[config.mk]
export PLATFORM = sky130hd
export DESIGN_NAME = extended_gcd_trace_top
export DESIGN_NICKNAME = d
export VERILOG_FILES = /design/src/rtl/egcd_pkg.sv /design/src/rtl/extended_gcd_trace_top.sv
export SDC_FILE = /design/constraint.sdc
export NUM_CORES = 1
export LEC_CHECK = 0
export ABC_CLOCK_PERIOD_IN_PS = 14800
export BUFFER_PORTS_ARGS = -buffer_cell sky130_fd_sc_hd__buf_2
export CAP_MARGIN = 20
export CORE_MARGIN = 10
export CORE_UTILIZATION = 60
export CTS_CLUSTER_SIZE = 12
export DETAILED_ROUTE_END_ITERATION = 8
export PLACE_DENSITY = 0.89
export SYNTH_ARGS = -nofsm -noshare
export SYNTH_HDL_FRONTEND = slang
export SYNTH_SLANG_ARGS = --single-unit
[constraint.sdc]
create_clock -name clk -period 14.8 [get_ports clk]
set_input_delay 0.74 -clock clk [delete_from_list [all_inputs] [get_ports clk]]
set_output_delay 0.74 -clock clk [all_outputs]
set_load 0.05 [all_outputs]
[src/rtl/egcd_pkg.sv]
// Package for the extended gcd trace block: widths, microcode encoding
// and the control program.
// No dependencies.
package egcd_pkg;

  localparam int WIDTH      = 32;  // operand width
  localparam int COEF_W     = 34;  // coefficient width, two's complement
  localparam int MAX_ROUNDS = 46;
  localparam int ROUND_W    = $clog2(MAX_ROUNDS + 1);
  localparam int BIT_W      = $clog2(WIDTH);
  localparam int PC_W       = 3;

  typedef enum logic [2:0] {
    OP_LOAD  = 3'd0,  // take a transaction when start is high
    OP_NOP   = 3'd1,
    OP_SETUP = 3'd2,  // pick dividend and divisor
    OP_DIV   = 3'd3,  // one quotient bit plus coefficient products
    OP_STEP  = 3'd4,  // write back remainder and coefficients, emit record
    OP_FINAL = 3'd5   // emit gcd record
  } dp_op_t;

  typedef enum logic [2:0] {
    C_NEVER   = 3'd0,
    C_ALWAYS  = 3'd1,
    C_NOSTART = 3'd2,
    C_DONE    = 3'd3,
    C_MORE    = 3'd4
  } jcond_t;

  typedef struct packed {
    dp_op_t          op;
    jcond_t          cond;
    logic [PC_W-1:0] target;
  } uword_t;

  localparam logic [PC_W-1:0] PC_IDLE  = 3'd0;
  localparam logic [PC_W-1:0] PC_TEST  = 3'd1;
  localparam logic [PC_W-1:0] PC_SETUP = 3'd2;
  localparam logic [PC_W-1:0] PC_DIV   = 3'd3;
  localparam logic [PC_W-1:0] PC_STEP  = 3'd4;
  localparam logic [PC_W-1:0] PC_FINAL = 3'd5;

  // Control store
  function automatic uword_t ucode(input logic [PC_W-1:0] pc);
    uword_t w;
    case (pc)
      PC_IDLE:  w = '{op: OP_LOAD,  cond: C_NOSTART, target: PC_IDLE};
      PC_TEST:  w = '{op: OP_NOP,   cond: C_DONE,    target: PC_FINAL};
      PC_SETUP: w = '{op: OP_SETUP, cond: C_NEVER,   target: PC_IDLE};
      PC_DIV:   w = '{op: OP_DIV,   cond: C_MORE,    target: PC_DIV};
      PC_STEP:  w = '{op: OP_STEP,  cond: C_ALWAYS,  target: PC_TEST};
      PC_FINAL: w = '{op: OP_FINAL, cond: C_ALWAYS,  target: PC_IDLE};
      default:  w = '{op: OP_NOP,   cond: C_ALWAYS,  target: PC_IDLE};
    endcase
    return w;
  endfunction

endpackage

[src/rtl/extended_gcd_trace_top.sv]
// Extended gcd trace: microcoded sequencer driving a bit-serial divider
// and shift-add coefficient update. Depends on egcd_pkg.
//
// Usage:
//   Drive in_first_operand / in_second_operand and raise start; the
//   transaction is taken at a clock edge where start is high and busy low.
//   The block then runs the extended Euclidean algorithm and emits one
//   record per division round (out_record_kind 0: quotient and the new x,y
//   coefficients) and a closing record (out_record_kind 1, out_last 1)
//   carrying the gcd. Each record is present for one cycle with out_strobe
//   high; the receiver cannot stall, so it must take every record.
// Timing:
//   Each round runs test, setup, 32 restoring divide steps and
//   write-back; the divider yields one quotient bit per cycle. A run
//   has at most 46 rounds, and busy stays high from the accepting edge
//   until the closing record is shown. A new transaction can be taken in
//   the cycle the closing record is shown.
// Reset:
//   rst_n low (synchronous) returns the sequencer to idle and drops
//   out_strobe; any run in progress is discarded.
module extended_gcd_trace_top (
  input  logic                              clk,
  input  logic                              rst_n,
  input  logic                              start,
  output logic                              busy,
  input  logic [31:0]                       in_first_operand,
  input  logic [31:0]                       in_second_operand,
  output logic                              out_strobe,
  output logic                              out_record_kind,
  output logic [31:0]                       out_quotient,
  output logic signed [33:0]                out_coef_x,
  output logic signed [33:0]                out_coef_y,
  output logic [31:0]                       out_gcd_value,
  output logic                              out_last
);

  localparam int W  = egcd_pkg::WIDTH;
  localparam int CW = egcd_pkg::COEF_W;

  logic [egcd_pkg::PC_W-1:0]    pc_r, pc_nxt;
  egcd_pkg::uword_t             uw;

  logic [W-1:0]                 a_r, a_nxt, b_r, b_nxt;
  logic [W-1:0]                 dvd_r, dvd_nxt, dvs_r, dvs_nxt, rem_r, rem_nxt;
  logic [CW-1:0]                x1_r, x1_nxt, x2_r, x2_nxt;
  logic [CW-1:0]                y1_r, y1_nxt, y2_r, y2_nxt;
  logic [CW-1:0]                px_r, px_nxt, py_r, py_nxt;
  logic [egcd_pkg::ROUND_W-1:0] n_r, n_nxt;
  logic [egcd_pkg::BIT_W-1:0]   cnt_r, cnt_nxt;
  logic                         sel_r, sel_nxt;  // a is the dividend

  logic                         strobe_r, strobe_nxt;
  logic                         kind_r, kind_nxt;
  logic [W-1:0]                 quo_r, quo_nxt, gcd_r, gcd_nxt;
  logic [CW-1:0]                cx_r, cx_nxt, cy_r, cy_nxt;

  logic                         done, jump;
  logic [W:0]                   trial;
  logic                         qbit;
  logic [CW-1:0]                x_new, y_new;

  assign uw    = egcd_pkg::ucode(pc_r);
  assign busy  = (pc_r != egcd_pkg::PC_IDLE);

  assign done  = (a_r == b_r) || (a_r == '0) || (b_r == '0) ||
                 (n_r == egcd_pkg::ROUND_W'(egcd_pkg::MAX_ROUNDS));

  // restoring divide: shift in next dividend bit, try the subtraction
  assign trial = {rem_r, dvd_r[W-1]} - {1'b0, dvs_r};
  assign qbit  = ~trial[W];

  assign x_new = x2_r - px_r;
  assign y_new = y2_r - py_r;

  always_comb begin
    case (uw.cond)
      egcd_pkg::C_NEVER:   jump = 1'b0;
      egcd_pkg::C_ALWAYS:  jump = 1'b1;
      egcd_pkg::C_NOSTART: jump = ~start;
      egcd_pkg::C_DONE:    jump = done;
      egcd_pkg::C_MORE:    jump = (cnt_r != '0);
      default:             jump = 1'b1;
    endcase
    pc_nxt = jump ? uw.target : pc_r + 1'b1;
  end

  always_comb begin
    a_nxt      = a_r;
    b_nxt      = b_r;
    dvd_nxt    = dvd_r;
    dvs_nxt    = dvs_r;
    rem_nxt    = rem_r;
    x1_nxt     = x1_r;
    x2_nxt     = x2_r;
    y1_nxt     = y1_r;
    y2_nxt     = y2_r;
    px_nxt     = px_r;
    py_nxt     = py_r;
    n_nxt      = n_r;
    cnt_nxt    = cnt_r;
    sel_nxt    = sel_r;
    strobe_nxt = 1'b0;
    kind_nxt   = kind_r;
    quo_nxt    = quo_r;
    gcd_nxt    = gcd_r;
    cx_nxt     = cx_r;
    cy_nxt     = cy_r;
    case (uw.op)
      egcd_pkg::OP_LOAD: begin
        if (start) begin
          a_nxt  = in_first_operand;
          b_nxt  = in_second_operand;
          x2_nxt = CW'(1);
          y2_nxt = '0;
          x1_nxt = '0;
          y1_nxt = CW'(1);
          n_nxt  = '0;
        end
      end
      egcd_pkg::OP_SETUP: begin
        sel_nxt = (a_r > b_r);
        dvd_nxt = (a_r > b_r) ? a_r : b_r;
        dvs_nxt = (a_r > b_r) ? b_r : a_r;
        rem_nxt = '0;
        px_nxt  = '0;
        py_nxt  = '0;
        cnt_nxt = egcd_pkg::BIT_W'(W - 1);
      end
      egcd_pkg::OP_DIV: begin
        // quotient bits fill dvd from the bottom; products build MSB first
        rem_nxt = qbit ? trial[W-1:0] : {rem_r[W-2:0], dvd_r[W-1]};
        dvd_nxt = {dvd_r[W-2:0], qbit};
        px_nxt  = {px_r[CW-2:0], 1'b0} + (qbit ? x1_r : '0);
        py_nxt  = {py_r[CW-2:0], 1'b0} + (qbit ? y1_r : '0);
        cnt_nxt = cnt_r - 1'b1;
      end
      egcd_pkg::OP_STEP: begin
        if (sel_r) begin
          a_nxt = rem_r;
        end else begin
          b_nxt = rem_r;
        end
        x1_nxt     = x_new;
        x2_nxt     = x1_r;
        y1_nxt     = y_new;
        y2_nxt     = y1_r;
        n_nxt      = n_r + 1'b1;
        strobe_nxt = 1'b1;
        kind_nxt   = 1'b0;
        quo_nxt    = dvd_r;
        cx_nxt     = x_new;
        cy_nxt     = y_new;
        gcd_nxt    = '0;
      end
      egcd_pkg::OP_FINAL: begin
        strobe_nxt = 1'b1;
        kind_nxt   = 1'b1;
        quo_nxt    = '0;
        cx_nxt     = '0;
        cy_nxt     = '0;
        gcd_nxt    = (a_r != '0) ? a_r : b_r;
      end
      default: begin
      end
    endcase
  end

  always_ff @(posedge clk) begin
    if (!rst_n) begin
      pc_r     <= egcd_pkg::PC_IDLE;
      strobe_r <= 1'b0;
    end else begin
      pc_r     <= pc_nxt;
      strobe_r <= strobe_nxt;
    end
  end

  always_ff @(posedge clk) begin
    a_r    <= a_nxt;
    b_r    <= b_nxt;
    dvd_r  <= dvd_nxt;
    dvs_r  <= dvs_nxt;
    rem_r  <= rem_nxt;
    x1_r   <= x1_nxt;
    x2_r   <= x2_nxt;
    y1_r   <= y1_nxt;
    y2_r   <= y2_nxt;
    px_r   <= px_nxt;
    py_r   <= py_nxt;
    n_r    <= n_nxt;
    cnt_r  <= cnt_nxt;
    sel_r  <= sel_nxt;
    kind_r <= kind_nxt;
    quo_r  <= quo_nxt;
    gcd_r  <= gcd_nxt;
    cx_r   <= cx_nxt;
    cy_r   <= cy_nxt;
  end

  assign out_strobe      = strobe_r;
  assign out_record_kind = kind_r;
  assign out_quotient    = quo_r;
  assign out_coef_x      = cx_r;
  assign out_coef_y      = cy_r;
  assign out_gcd_value   = gcd_r;
  assign out_last        = kind_r;

endmodule
# Word level (Yosys, flattened, before mapping)
# Index checks and enable logic that the tools add are counted.
# classes
add_sub_neg,8
magnitude_cmp,1
n_eq_ne,17
mux,34
bitwise_logic,2
reduce_logical,18
# op_table
operator,n
34-bit case mux with 2 select lines,8
32-bit case mux with 2 select lines,6
32-bit two-way mux,8
34-bit two-way mux,4
34-bit adder,2
34-bit subtractor,2
32-bit logical NOT,2
9-bit case mux with 6 select lines,1
33-bit by 32-bit subtractor with 33-bit output,1
32-bit equality test,1
32-bit > comparator,1
32-bit nonzero test,1
3-bit by 2-bit equality test with 1-bit output (second input constant),6
3-bit equality test (second input constant),5
6-bit case mux with 2 select lines,1
5-bit case mux with 2 select lines,1
3-bit logical NOT,3
6-bit by 1-bit adder with 6-bit output (second input constant),1
6-bit equality test (second input constant),1
6-bit two-way mux,1
2-bit inequality test (second input constant),3
3-bit AND reduction,2
2-bit nonzero test,3
5-bit nonzero test,1
12 further kinds,15
# word_totals
ff_bits,513
output_inout_bits,136

# Depth between registers and ports, before layout
# Gate-level depths: netlist of run 1.
# depth
depth_word,6
ltp_mapped,25
mapped_depth_nobuf,23

# Least setup slack after synthesis of run 1
# No wires, ideal clock.
# synth_path
path_type,reg2reg
startpoint,reg pc_r[0] (netlist bit)
endpoint,reg dvs_r[0] (enable)
setup_ns,0.393
arrival_time_ns,12.164
setup_slack_ns,2.243
stages_incl_launch_ff,6
period_less_slack_ns,12.557
cell_sequence,dfxtp_1 -> ha_1 -> ha_1 -> nor2_1 -> o21ai_0 -> and2_1
# synth_between
elab_chain_len,3
word_cells_on_any_way,8
cone_classes,6 x eq/ne; 1 x mux; 1 x reduce/logical
# synth_rtl
element,line_no,text
start: declaration,extended_gcd_trace_top.sv:40,"logic [egcd_pkg::PC_W-1:0] pc_r, pc_nxt;"
start signal: assignment,extended_gcd_trace_top.sv:170,pc_r <= egcd_pkg::PC_IDLE;
start signal: assignment,extended_gcd_trace_top.sv:173,pc_r <= pc_nxt;
"3-bit equality test, or another cell as far along",egcd_pkg.sv:46,case (pc)
9-bit case mux with 6 select lines (*),egcd_pkg.sv:46,
3-bit by 2-bit equality test with 1-bit output (*),extended_gcd_trace_top.sv:108,case (uw.op)
end signal: assignment,extended_gcd_trace_top.sv:182,dvs_r <= dvs_nxt;
end: declaration,extended_gcd_trace_top.sv:44,"logic [W-1:0] dvd_r, dvd_nxt, dvs_r, dvs_nxt, rem_r, rem_nxt;"
# Mark *: on every way between the ends. The rest lies on a longest branch, timed or not.
# A chain may end at the register's enable or synchronous reset.

# Worst setup path after layout of run 1
# layout_path
startpoint,reg dvs_r[0]
endpoint,"reg py_r[33], data pin"
# layout_between
elab_chain_len,4
# layout_rtl
element,line_no,text
33-bit by 32-bit subtractor with 33-bit output,extended_gcd_trace_top.sv:69,"assign trial = {rem_r, dvd_r[W-1]} - {1'b0, dvs_r};"
34-bit two-way mux,extended_gcd_trace_top.sv:134,"py_nxt = {py_r[CW-2:0], 1'b0} + (qbit ? y1_r : '0);"
34-bit adder,extended_gcd_trace_top.sv:134,
34-bit case mux with 2 select lines,extended_gcd_trace_top.sv:108,
end signal: assignment,extended_gcd_trace_top.sv:189,py_r <= py_nxt;
end: declaration,extended_gcd_trace_top.sv:47,"logic [CW-1:0] px_r, px_nxt, py_r, py_nxt;"
# Every way passes these cells.

==> key figures, run 1 <==
Clock tree
  – Worst-Skew Late Latency: 0.61 ns
  – Clock sinks: 513
  – Reg clk slew, reported paths: 0.06 ns
  – CTS tree: built
  – Postcts setup bufs: 0
  – Clock tree buffer depth: 3
  – CTS H-Tree Depth: 2
  – CTS Hold Bufs: 0
  – CTS Root Cell: clkbuf_16
  – TritonCTS Buffers: 54
  – Post-cts repair resize count: 0

Synthesis
  – Most frequent cells after synthesis: edfxtp_1 (509), nor2_1 (323), nand2_1 (298)
  – Post-synth cell types: 74
  – Post-synth EDFFs: 509
  – Syn_area_per_cell: 10.51 µm²
  – Synth async-reset ratio: 0%
  – Mapped Cells: 2839
  – Sequential share of the synthesized area: 51.49%
  – Synth Net Count: 3113
  – FF+latch count, synth: 513
  – Mapped Area: 29840 µm²
  – Area contributors post-synth: edfxtp_1 (51%), ha_1 (8.5%), nor2_1 (4.1%)
  – Predominant post-synthesis flop cell: edfxtp_1
  – Synth area leader: edfxtp_1
  – Synth top area share: 51.22%
  – Count leader, synth: edfxtp_1
  – Ys Warns: 0

STA
  – Max-Slew Margin vs Limit: 25.14%
  – Actual slew at the worst max-slew pin: 1.123 ns
  – Fin crit share: 46.79%
  – Min cycle time layout: 6.925 ns
  – RSZ-0062 raised after global routing: false
  – Final setup margin: 7.875 ns
  – Pins Over Slew Limit: 0
  – WHS: 0.4120 ns
  – Final hold violations: 0
  – Setup TNS: 0 ns
  – Worst clock skew: 0.02062 ns
  – F_max: 0.1444 GHz
  – Final setup violating endpoints: 0

Layout
  – # diodes: 0
  – Fillers: 3477
  – Share of layout cells above drive strength 1: 11.64%
  – Final Core Density: 67.57%
  – Area of the multi-input gates: 13500 µm²
  – Nets: 3289
  – Area growth, synth to finish: 11.08%
  – Sequential cell area: 15370 µm²

Power and ir drop
  – Worst vdd ir: 143.0 µV
  – Internal power: 0.004836 W
  – Share of power burned in registers: 31.7%
  – Comb pwr share: 53.7%
  – Switching Share: 44.83%
  – Clock power frac: 14.6%
  – Sw Pwr: 0.003930 W
  – Pleak: 14.17 nW
  – Cell Pwr Density: 264.4 nW/µm²

Global routing
  – Vias in the first global route: 22960
  – Initial antenna violation count: 2
  – First-pass GRT wire length: 121100 µm
  – Grt total ovfl: 0
  – Total track usage: 24.95%
  – Largest net degree at the start of global routing: 80

Setup path
  – Startpoint Class: flop
  – Crit path max fanout: 52
  – Data required, critical path: 15.13 ns
  – Critical path arrival: 7.26 ns
  – Kind of end point of the critical path: flop
  – Crit path kind: reg -> reg
  – R2r setup slk: 7.87 ns

Placement
  – Final HPWL DP: 52990 µm
  – Placement Setup Slack: 7.951 ns
  – IO Port Bufs: 202
  – Global placer's final weighted congestion: 0.9526

Routing
  – Per-cell routed wire length: 20.55 µm
  – Vias post-DR: 22980
  – Detailed Route WL: 76310 µm
  – Post-route antenna net violation count: 0
  – Via-per-instance ratio: 6.189
  – First DRT Iteration DRCs: 2446
  – 1st-pass router iterations: 6
  – Post-route DRC: 0

Die
  – Core ar.: 49050 µm²
  – Die H: 243.0 µm
  – Initial Util: 60.83%
  – Die footprint: 59050 µm²
  – Ports: 203
  – # rows: 81
  – DIE WIDTH: 243.0 µm

Job
  – Max-capacitance violation count: 0

Status
  – Run status: finished, final reports clean

Min path
  – Hold Crit Class: in -> reg
-- worst max-delay path: stages (launching register included) --
cell,delay (ns)
edfxtp_1,0.38
ha_1,0.21
fa_1,0.39
nand2b_1,0.17
a211oi_1,0.41
o21ai_0,0.21
a21oi_1,0.21
o2111ai_1,0.15
nand3_1,0.19
nand3_4,0.57
buf_4,0.56
and2_1,0.25
ha_1,0.20
fa_1,0.45
a211oi_2,0.32
o21ai_2,0.13
a221oi_4,0.38
o31ai_4,0.14
a211oi_4,0.29
o21bai_2,0.13
a311o_1,0.41
a311oi_2,0.27
xnor3_1,0.16
nor2_1,0.04
-- area by class of cell --
cell class / instances / share of cell area, %
repair buffers: 222 / 3.563
multi-input cells: 2044 / 40.72
clock buffers: 67 / 4.224
inverters: 180 / 2.038
clock inverters: 23 / 0.5851
flip-flops and latches: 513 / 46.36
well taps: 664 / 2.507
-- per-stage QoR --
| stage | total power [W] | cell area, µm² | cells |
|---|---|---|---|
| floorplan | 0.006300 | 29840 | 2839 |
| global placement | 0.007176 | 31520 | 3622 |
| detailed placement | 0.007378 | 31550 | 3623 |
| CTS | 0.008702 | 33150 | 3713 |
| global route | 0.009285 | 33150 | 3713 |
| finish | 0.008765 | 33150 | 3713 |
-- power by group through the flow --
stage	Combinational (W)	Sequential, W	Clock (W)
CTS	0.00465	0.00277	0.00128
global placement	0.00441	0.00276	0
floorplan	0.00312	0.00318	0
detailed placement	0.00459	0.00278	0
finish	0.00471	0.00278	0.00128
global route	0.00512	0.00283	0.00134
-- state kept, by name, indices dropped and copies added (netlist names), 3 cells and up --
signal / cells
rem_r: 32
out_quotient: 32
y2_r: 34
dvd_r: 32
out_coef_x: 34
dvs_r: 32
py_r: 34
out_gcd_value: 32
px_r: 34
y1_r: 34
n_r: 6
x2_r: 34
b_r: 32
cnt_r: 5
x1_r: 34
out_coef_y: 34
pc_r: 3
a_r: 32
-- metal layers --
layer,track usage [%],vias to the layer above,part of all wire [%]
met5,0,-,0.029
met4,8.491,4,3.3
met3,5.359,190,8.9
met2,41.67,1145,48
met1,31.66,11120,40
li1,-,10520,-
-- cells by family (layout without fill, tap and decap cells) --
kind of cell / Yosys count / after routing / share of synthesized area [%]
flip-flops: 513 / 513 / 51.49
AO/OA/AOI/OAI: 556 / 556 / 12.08
AND/OR/NAND/NOR: 1047 / 1047 / 16.59
XOR/XNOR: 140 / 140 / 4.155
buffers and inverters: 282 / 492 / 3.593
adder cells (fa/ha/maj): 207 / 207 / 8.805
multiplexers: 94 / 94 / 3.292
-- layout by cell type, fill, tap and decap left out, types with 6 or more instances in the layout --
master / Yosys / final
a31oi_1: 17 / 17
o21ai_1: 7 / 7
ha_1: 202 / 201
a221oi_1: 7 / 7
a21o_1: 103 / 103
nor2_1: 323 / 322
nor2b_1: 32 / 29
o21a_1: 25 / 24
nand2_1: 298 / 296
nor4_1: 19 / 19
xnor2_1: 75 / 75
and2_1: 130 / 129
xor2_1: 64 / 64
mux2_2: 33 / 33
clkbuf_1: 84 / 13
a211oi_1: 17 / 17
o211ai_1: 14 / 14
and3_1: 88 / 88
mux2i_1: 61 / 61
inv_1: 180 / 179
edfxtp_1: 509 / 509
nor3_1: 37 / 37
buf_2: 5 / 202
a311oi_1: 6 / 6
o21bai_1: 18 / 18
buf_4: 2 / 19
clkinv_1: 0 / 9
o21ai_0: 101 / 100
nand2b_1: 27 / 26
a21oi_1: 168 / 167
nor3b_1: 6 / 6
nand3_1: 36 / 35
clkbuf_16: 0 / 54
nand4_1: 25 / 25
a21boi_0: 7 / 6
or3_1: 10 / 10
o31ai_1: 10 / 10
clkinv_2: 0 / 9
-- worst paths after layout --
path,start,end,depth (start not counted)
max,dvs_r[0],py_r[33],23
min,in_second_operand[1],b_r[1],3
max reg2reg,dvs_r[0],py_r[33],23
min reg2reg,x1_r[0],x2_r[0],1
(Power assumes the default switching activity.)
==> inputs of run 2 (changes only) <==
Settings changed: ABC_CLOCK_PERIOD_IN_PS 14800 to 6980.
Clock period 14.8 ns to 6.98 ns, I/O delays scaled along.
==> run 2 against run 1 <==
Effect of this change:
- highest routed layer unchanged
- count of clock-buffer cells in the layout is 2 higher
- routed wire length is 1.7% higher
- critical endpoint is now px_r[25]
- global-route usage is 0.40 points higher
- largest power group unchanged
- first-iteration DRC count is 1.6% lower
- combinational power is 110% higher
==> key figures, run 2 (same netlist as run 1, synthesis figures left out) <==
Status
  – Run status: finished, final reports clean

Routing
  – Detailed Route WL: 77620 µm (+1.7%)
  – Via-per-instance ratio: 6.197 (+0.13%)
  – Vias post-DR: 23150 (+0.72%)
  – Post-route antenna net violation count: 0 (unchanged)
  – Per-cell routed wire length: 20.78 µm (+1.1%)
  – Post-route DRC: 0 (unchanged)
  – 1st-pass router iterations: 7 (+1)
  – First DRT Iteration DRCs: 2407 (-1.6%)

STA
  – Final hold violations: 0 (unchanged)
  – Actual slew at the worst max-slew pin: 1.102 ns (-0.02110 ns)
  – Max-Slew Margin vs Limit: 26.55% (+1.4 points)
  – Fin crit share: 90.15% (+43 points)
  – Pins Over Slew Limit: 0 (unchanged)
  – Final setup violating endpoints: 0 (unchanged)
  – Worst clock skew: 0.02379 ns (+0.003163 ns)
  – Setup TNS: 0 ns (unchanged)
  – Min cycle time layout: 6.292 ns (-0.6327 ns)
  – RSZ-0062 raised after global routing: false
  – F_max: 0.1589 GHz (+10%)
  – Final setup margin: 0.6876 ns (-7.187 ns)

Placement
  – Final HPWL DP: 52080 µm (-1.7%)
  – Dpl cells: 3622 (-0.028%)
  – IO Port Bufs: 202 (unchanged)
  – Global placer's final weighted congestion: 0.9278 (-2.6%)
  – Placement Setup Slack: 0.7813 ns (-7.170 ns)

Clock tree
  – Clock tree buffer depth: 3 (unchanged)
  – Reg clk slew, reported paths: 0.06 ns (about the same)
  – CTS Root Cell: clkbuf_16
  – CTS H-Tree Depth: 2 (unchanged)
  – Post-cts repair resize count: 0 (unchanged)
  – TritonCTS Buffers: 53 (-1.9%)
  – CTS tree: built
  – Clock sinks: 513 (unchanged)
  – Worst-Skew Late Latency: 0.62 ns (about the same)

Setup path
  – Data required, critical path: 7.31 ns (-7.82 ns)
  – Crit path max fanout: 36 (-31%)
  – Startpoint Class: flop
  – Kind of end point of the critical path: flop
  – Crit path kind: reg -> reg
  – Critical path arrival: 6.62 ns (-0.64 ns)

Die
  – Die H: 243.0 µm (unchanged)
  – Initial Util: 60.83% (unchanged)
  – DIE WIDTH: 243.0 µm (unchanged)
  – Core ar.: 49050 µm² (unchanged)
  – # rows: 81 (unchanged)
  – Ports: 203 (unchanged)
  – Die footprint: 59050 µm² (unchanged)

Layout
  – # diodes: 0 (unchanged)
  – Most common cell after layout, fill and taps aside: edfxtp_1
  – Nets: 3312 (+0.70%)
  – Fillers: 3420 (-1.6%)
  – Share of layout cells above drive strength 1: 11.59% (-0.051 points)
  – Area growth, synth to finish: 11.87%
  – Final Core Density: 68.06% (+0.48 points)
  – Final non-filler cell total: 3735 (+0.59%)
  – Most frequent cells in the layout: edfxtp_1 (509), nor2_1 (322), nand2_1 (296)

Min path
  – Hold Crit Class: in -> reg

Global routing
  – Largest net degree at the start of global routing: 101 (+26%)
  – Met3 global-route usage: 4.656% (-0.70 points)
  – Met1 Use GR: 32.02% (+0.36 points)
  – Total track usage: 25.34% (+0.40 points)
  – GR Layer Usage met2: 42.25% (+0.58 points)
  – Grt total ovfl: 0 (unchanged)
  – Initial antenna violation count: 1 (-1)
  – Vias in the first global route: 22950 (-0.044%)
  – First-pass GRT wire length: 122700 µm (+1.3%)
  – Busiest grt layer: met2

Job
  – Max-capacitance violation count: 0 (unchanged)

Power and ir drop
  – Pleak: 14.27 nW (+0.66%)
  – Switching Share: 44.96% (+0.13 points)
  – Comb pwr share: 53.8% (about the same)
  – Sw Pwr: 0.008378 W (+110%)
  – Internal power: 0.01026 W (+110%)
  – Clock power frac: 14.5% (about the same)
  – Cell Pwr Density: 558.2 nW/µm² (+110%)
  – Share of power burned in registers: 31.6% (about the same)
  – Power consumption: 0.01863 W (+110%)
  – Worst vdd ir: 298.0 µV (+110%)
run 2: cell count changes in the layout (fill, tap and decap cells not counted), sizes merged:
cell	before	now
dlygate4sd3	0	23
clkinv	20	15
clkbuf	67	69
inv	180	182
buf	222	223
bufinv	3	2
run 2: worst paths after layout:
path	cells after the start	to	start	slack, ns
max	23	px_r[25]	dvd_r[31]	0.69
min reg2reg	2	dvd_r[16]	dvd_r[15]	0.54
max reg2reg	23	px_r[25]	dvd_r[31]	0.69
min	3	a_r[11]	in_first_operand[11]	0.02
run 2: final cells by class:
| cell class | instances | area [µm²] | area share, % |
|---|---|---|---|
| clock buffers | 69 | 1406 | 4.213 |
| well taps | 664 | 830.8 | 2.489 |
| repair buffers | 246 | 1444 | 4.325 |
| multi-input cells | 2044 | 13490 | 40.42 |
| inverters | 180 | 675.6 | 2.024 |
| flip-flops and latches | 513 | 15370 | 46.03 |
| clock inverters | 19 | 167.7 | 0.5022 |
run 2: per-layer routing:
layer  part of all wire, %  wire length, µm
met3                   8.4             6494
met1                    39            30560
met2                    48            37310
met5                0.0090                7
met4                   4.2             3242
run 2: per-stage QoR:
stage / hold WS, ns / instance area, µm²
floorplan: 0.4707 / 29850
CTS: 0.0005833 / 33330
finish: 0.02362 / 33380
global route: 0.01569 / 33380
global placement: 0.5051 / 31530
detailed placement: 0.5187 / 31530
run 2: worst max-delay path, cell delays in order (launching register included):
cell	delay [ns]
edfxtp_1	0.32
inv_1	0.07
ha_1	0.22
fa_1	0.39
nand2b_1	0.18
a211oi_1	0.39
o21ai_0	0.21
a21oi_1	0.21
o2111ai_1	0.19
nand3_1	0.22
nand3_4	0.39
buf_4	0.38
and2_1	0.21
fa_1	0.46
a211oi_1	0.27
nor2_1	0.13
o211ai_1	0.22
nand2_1	0.12
a21oi_1	0.27
a21oi_1	0.14
a311o_1	0.45
a21boi_1	0.29
xor2_1	0.20
nor2_1	0.05
run 2: timing repair:
action / 4_1_cts / 5_1_grt
buffers inserted: 0 / 0
endpoints found under the hold margin: 22 / 1
endpoints found under the setup margin: 0 / 0
hold buffers: 22 / 1
run 2: power by group through the flow:
stage / logic [W] / registers (W) / clock network [W]
6_report: 0.0100 / 0.00590 / 0.00270
5_1_grt: 0.0109 / 0.00600 / 0.00284
4_1_cts: 0.00983 / 0.00587 / 0.00272
3_5_place_dp: 0.00971 / 0.00590 / 0
3_3_place_gp: 0.00937 / 0.00587 / 0
2_1_floorplan: 0.00661 / 0.00658 / 0
